File: config.mk
export PLATFORM = sky130hd
export DESIGN_NAME = sobel_ctrl
export DESIGN_NICKNAME = d
export VERILOG_FILES = /design/src/sobel_pkg.sv /design/src/sobel_ctrl.sv
export SDC_FILE = /design/constraint.sdc
export NUM_CORES = 1
export LEC_CHECK = 0
export ABC_AREA = 1
export ABC_CLOCK_PERIOD_IN_PS = 890
export BUFFER_PORTS_ARGS = -buffer_cell sky130_fd_sc_hd__buf_2
export CORE_AREA = 2 2 39 41
export DETAILED_ROUTE_END_ITERATION = 8
export DIE_AREA = 0 0 41 43
export PLACE_DENSITY = 0.39
export SKIP_LAST_GASP = 1
export SLEW_MARGIN = 20
export SYNTH_ARGS = -nofsm -noshare
export SYNTH_HDL_FRONTEND = slang
export SYNTH_SLANG_ARGS = --single-unit
File: constraint.sdc
create_clock -name clk -period 0.89 [get_ports clk]
set_input_delay 0.089 -clock clk [delete_from_list [all_inputs] [get_ports clk]]
set_output_delay 0.089 -clock clk [all_outputs]
set_load 0.02 [all_outputs]
File: src/sobel_pkg.sv
package sobel_pkg;

	localparam int PIX_W        = 8;
	localparam int CFG_W        = 12;
	localparam int POS_W        = 11;
	localparam int GRAD_W       = 11;
	localparam int SQ_W         = 20;
	localparam int ENERGY_W     = 16;
	localparam int MAX_WIDTH_D  = 2048;
	localparam int MAX_HEIGHT_D = 2048;
	localparam int MIN_DIM      = 3;
	localparam logic [CFG_W-1:0] WIDTH_RST  = 12'd640;
	localparam logic [CFG_W-1:0] HEIGHT_RST = 12'd480;
	localparam logic [ENERGY_W-1:0] ENERGY_CLAMP = 16'd65025;
	localparam logic [ENERGY_W-1:0] ROOT_BIT_START = 16'h4000;

	localparam int TDATA_IN_W  = 8;
	localparam int TDATA_OUT_W = 32;

	typedef enum logic {
		REG_FRAME_WIDTH  = 1'b0,
		REG_FRAME_HEIGHT = 1'b1
	} cfg_reg_t;

	typedef enum logic [2:0] {
		ST_IDLE,
		ST_GRAD,
		ST_SQR,
		ST_SUM,
		ST_ROOT,
		ST_EMIT
	} state_t;

	typedef struct packed {
		logic load;
		logic step;
		logic square;
		logic sum;
		logic root;
		logic emit;
	} cmd_t;

	typedef struct packed {
		logic interior;
		logic root_last;
		logic out_free;
	} status_t;

endpackage

File: src/sobel_ctrl.sv
module sobel_ctrl import sobel_pkg::*; (
	input  logic    clk,
	input  logic    arst_n,
	input  logic    in_valid,
	output logic    in_ready,
	input  status_t status,
	output cmd_t    cmd
);

	state_t state_q;
	state_t state_nxt;

	always_ff @(posedge clk or negedge arst_n) begin
		if (!arst_n) begin
			state_q <= ST_IDLE;
		end else begin
			state_q <= state_nxt;
		end
	end

	always_comb begin
		state_nxt = state_q;
		case (state_q)
			ST_IDLE: begin
				if (in_valid) state_nxt = ST_GRAD;
			end
			ST_GRAD: begin
				state_nxt = status.interior ? ST_SQR : ST_IDLE;
			end
			ST_SQR:  state_nxt = ST_SUM;
			ST_SUM:  state_nxt = ST_ROOT;
			ST_ROOT: begin
				if (status.root_last) state_nxt = ST_EMIT;
			end
			ST_EMIT: begin
				if (status.out_free) state_nxt = ST_IDLE;
			end
			default: state_nxt = ST_IDLE;
		endcase
	end

	always_comb begin
		cmd      = '0;
		in_ready = 1'b0;
		case (state_q)
			ST_IDLE: begin
				in_ready = 1'b1;
				cmd.load = in_valid;
			end
			ST_GRAD: cmd.step   = 1'b1;
			ST_SQR:  cmd.square = 1'b1;
			ST_SUM:  cmd.sum    = 1'b1;
			ST_ROOT: cmd.root   = 1'b1;
			ST_EMIT: cmd.emit   = status.out_free;
			default: cmd = '0;
		endcase
	end

endmodule

* Word level (Yosys, flattened, before mapping) *
Index checks and enable logic that the tools add are counted.

storage, ports and cells
  register bits after elaboration = 3
  latch bits = 0
  memory bits (writable) = 0
  bits in read-only memories = 0
  memories = 0

cells by class
  $add $sub $neg = 0
  multiply operators = 0
  divide/modulo/power cells = 0
  $lt $le $gt $ge = 0
  equality and inequality tests = 8
  shift-type cells = 0
  multiplexer cells = 12
  bitwise logic cells = 0
  reductions and logical operators = 2

operators with widths
  kind                                                             count
  3-bit case mux with 6 select lines                               1
  3-bit 2-to-1 mux                                                 3
  1-bit 2-to-1 mux                                                 7
  3-bit by 2-bit == test with 1-bit output, second input constant  2
  3-bit == test, second input constant                             2
  2-bit != test, second input constant                             3
  3-bit by 1-bit == test with 1-bit output, second input constant  1
  3-bit logical NOT                                                1
  3-bit AND reduction                                              1
  2-bit 2-to-1 mux                                                 1

* Longest topological paths before layout *
  word-level depth = 3
  gate-level depth with buffers = 4
  mapped depth without buffers = 4

* Worst setup path before layout *
Ideal clock, no wire load.

  path type = reg2reg
  start point = reg state_q[0]
  end point = reg state_q[1]
  setup time = 67 ps
  data arrival time = 1,130 ps
  required time = 823 ps
  slack = -307 ps
  cell stages (with the launch flop) = 3
  buffers on the path = 0
  period minus slack after synthesis = 1,197 ps
  cell sequence = dfrtp_1 nor3_1 a21o_1

on the way
  longest elaborated chain between the ends = 3
  elaborated cells between the ends (all ways) = 11

RTL lines
  element                                                    RTL line          RTL
  start: declaration                                         sobel_ctrl.sv:10  state_t state_q;
  start signal: assignment                                   sobel_ctrl.sv:17  state_q <= state_nxt;
  3-bit == test / 3-bit logical NOT (equally long branches)  sobel_ctrl.sv:23  case (state_q)
  2-bit != test (no line)                                    -
  3-bit AND reduction (no line)                              -

Parallel ways exist; a longest one is shown, timed or not.
A chain may end at the register's enable or synchronous reset.

==> impl_metrics.toml <==
[critical_path]
slowest_stage = "dfrtp_1"
max_stage_delay_ps = 410
crit_type = "flip-flop to output pin"
crit_path_end_kind = "output pin"
worst-path-max-fanout = 6
cp-start-kind = "flip-flop"
required_ps = 800
cp_num_buf_inv = 2
cp_top_family = "flip-flops"
crit_arrival_ps = 1110
crit_chain = "inv_2, nor3_4, buf_6"

[drt]
vias_per_cell = 3.85
drc_errors = 0
first_iter_violations = 1
dr_wl_met2_um = 348
top_layer = "met3"
postRouteAntennaNets = 0
wl_per_cell_um = 8.18
firstDrtPassIters = 2
wl_met3_um = 23
vias = 277
wl_um = 589
wl_met1_um = 217

[timing]
max_freq_ghz = 0.834
fin_ws_ps = -308
hold_viol = 0
slew_viol_final = 0
setup-violations-final = 10
slew_headroom_pct = 87.8
rsz0062_at_grt = "yes"
fin_crit_sh_pct = 135
tns_ps = -2560
worst_slew_pin_slew_ps = 184
skew_ps = 0.883
layout_min_cycle_time_ps = 1200

[logic_synthesis]
syn_avg_cell_area_um2 = 6.58
ys_top_cells_by_area = "dfrtp_1, inv_1, nand3_1, nand2_1, a21o_1"
syn_nets = 37
ys_seq_area_share_pct = 36.8
ys_ff_latch = 3
syn-cell-area_um2 = 204
synth_cell_types = 11
synth_top_area_share_pct = 36.8
syn_inst = 31
yosysWarnings = 0
synth_area_leader_cell = "dfrtp_1"

[layout]
max_flop_register = "state_q"
fin_nets = 63
drive_gt1_share_pct = 67.9
antenna_cells = 0
largestRegisters = "state_q (3)"
fillCellCount = 164
instances_no_fill = 72
syn_to_final_growth_pct = 137
largest_reg_flops = 3

[grt]
grt_usage_pct = 8.45
grt_pass1_wl_um = 979
overflow = 0
first_global_vias = 273
grt_max_degree = 7
antenna_found_initial = 0

[clocking]
clock_latency_ps = 230
clock_sinks = 3
clockRootBuffer = "clkbuf_4"
cts_buffers = 3
cts_tree = "yes"
cts_max_level = 1
clk_path_buf_depth = 2
path_clk_slew_ps = 30

[power]
finalPower_mw = 1.69
powerDensity_nw_per_um2 = 3490
p_leak_nw = 0.264
peakVddDrop_v = 0.00136

[place]
port_buffers = 12
dp_cells = 60
gp_congestion = 0.614
pre_cts_ws_ps = -142
dp.final_hpwl_um = 388

[floorplanning]
core-area_um2 = 1380
die_area_um2 = 1760
pin_count = 13
die_x_um = 41
fp.dieH_um = 43
start_util_pct = 14.7
rows = 14

[status]
violations = "setup timing"
outcome = "finished with violations"

[run]
cap_violations = 0

[min_path]
hp-class = "input pin to flip-flop"
==> metrics by stage <==
stage | utilization, % | cell area (um2) | hold slack [ps]
floorplan | - | 253 | -207
global placement | 24.6 | 340 | -111
detailed placement | 24.6 | 340 | -115
CTS | 33.4 | 462 | 64.5
global route | 35.0 | 484 | 67.3
finish | 35.0 | 484 | 73.5
==> final timing paths <==
kind                                              from                endpoint  slack, ps  cells past startpoint
worst min-delay path                         status[2]  state_q[1]$_DFFE_PN0P_         70                      2
min in group asynchronous                       arst_n  state_q[2]$_DFFE_PN0P_        170                      2
worst max-delay path            state_q[1]$_DFFE_PN0P_                  cmd[3]       -310                      3
max in group asynchronous                       arst_n  state_q[0]$_DFFE_PN0P_        600                      2
worst min register to register  state_q[1]$_DFFE_PN0P_  state_q[0]$_DFFE_PN0P_        670                      3
worst max register to register  state_q[2]$_DFFE_PN0P_  state_q[0]$_DFFE_PN0P_       -210                      5
==> area by class of cell <==
class	count	area [um2]	area share [%]
repair buffers	21	178	36.7
multi-input cells	20	150	31.0
flip-flops and latches	3	77.6	16.0
inverters	8	32.5	6.72
clock buffers	4	26.3	5.43
well taps	16	20.0	4.13
==> cells in the final DEF (no fill, tap or decap) <==
| cell type | count |
|---|---|
| nor2_4 | 3 |
| nand3_1 | 1 |
| dlygate4sd3_1 | 1 |
| clkbuf_4 | 3 |
| clkbuf_1 | 1 |
| buf_4 | 7 |
| o21ai_1 | 1 |
| nand4_1 | 2 |
| a21oi_1 | 1 |
| buf_6 | 8 |
| inv_2 | 3 |
| buf_2 | 5 |
| nor3_4 | 1 |
| inv_4 | 1 |
| inv_1 | 4 |
| dfrtp_1 | 1 |
| nand3_2 | 3 |
| nand2_2 | 1 |
| nor2_2 | 1 |
| dfrtp_2 | 2 |
| a21o_1 | 2 |
| nand2_1 | 4 |
==> report_power, final <==
| part | leakage, nW | switching [mW] | internal, mW |
|---|---|---|---|
| logic | 0.214 | 0.557 | 0.588 |
| clock network | 0.0150 | 0.0671 | 0.168 |
| registers | 0.0357 | 0.108 | 0.202 |
| total | 0.264 | 0.732 | 0.958 |
==> metal layers <==
layer | vias up | GRT usage [%]
li1 | 149 | -
met1 | 123 | 7.44
met2 | 5 | 14.4
met3 | 0 | 3.14
met4 | 0 | 6.00
met5 | - | 0
==> cell usage after synthesis <==
cell	instances
a21oi_1	1
nand2_1	5
o21ai_1	1
nor3_1	1
nand3_1	4
nor2_1	3
nand4_1	2
dfrtp_1	3
a21o_1	2
nor2_2	1
inv_1	8
==> worst reg2reg max path: stages, from the launching register on <==
cell	delay, ps
dfrtp_2	460
buf_6	150
buf_6	110
a21oi_1	140
nand4_1	110
nand2_1	70
==> what timing repair did <==
item                                    4_1_cts  5_1_grt
setup buffers                                 6        1
gates resized for setup                      13        4
pin swaps                                     4        3
endpoints found under the setup margin       10       10
endpoints found under the hold margin         3        0
hold buffers                                  1        0
==> kinds of logic (layout without fill, tap and decap cells) <==
logic type / Yosys count / in the layout / synth area share [%]
DFF: 3 / 3 / 36.8
AOI/OAI and AO/OA: 4 / 4 / 12.3
and+or+nand+nor: 16 / 16 / 36.2
buffers and inverters: 8 / 33 / 14.7
(Power assumes the default switching activity.)
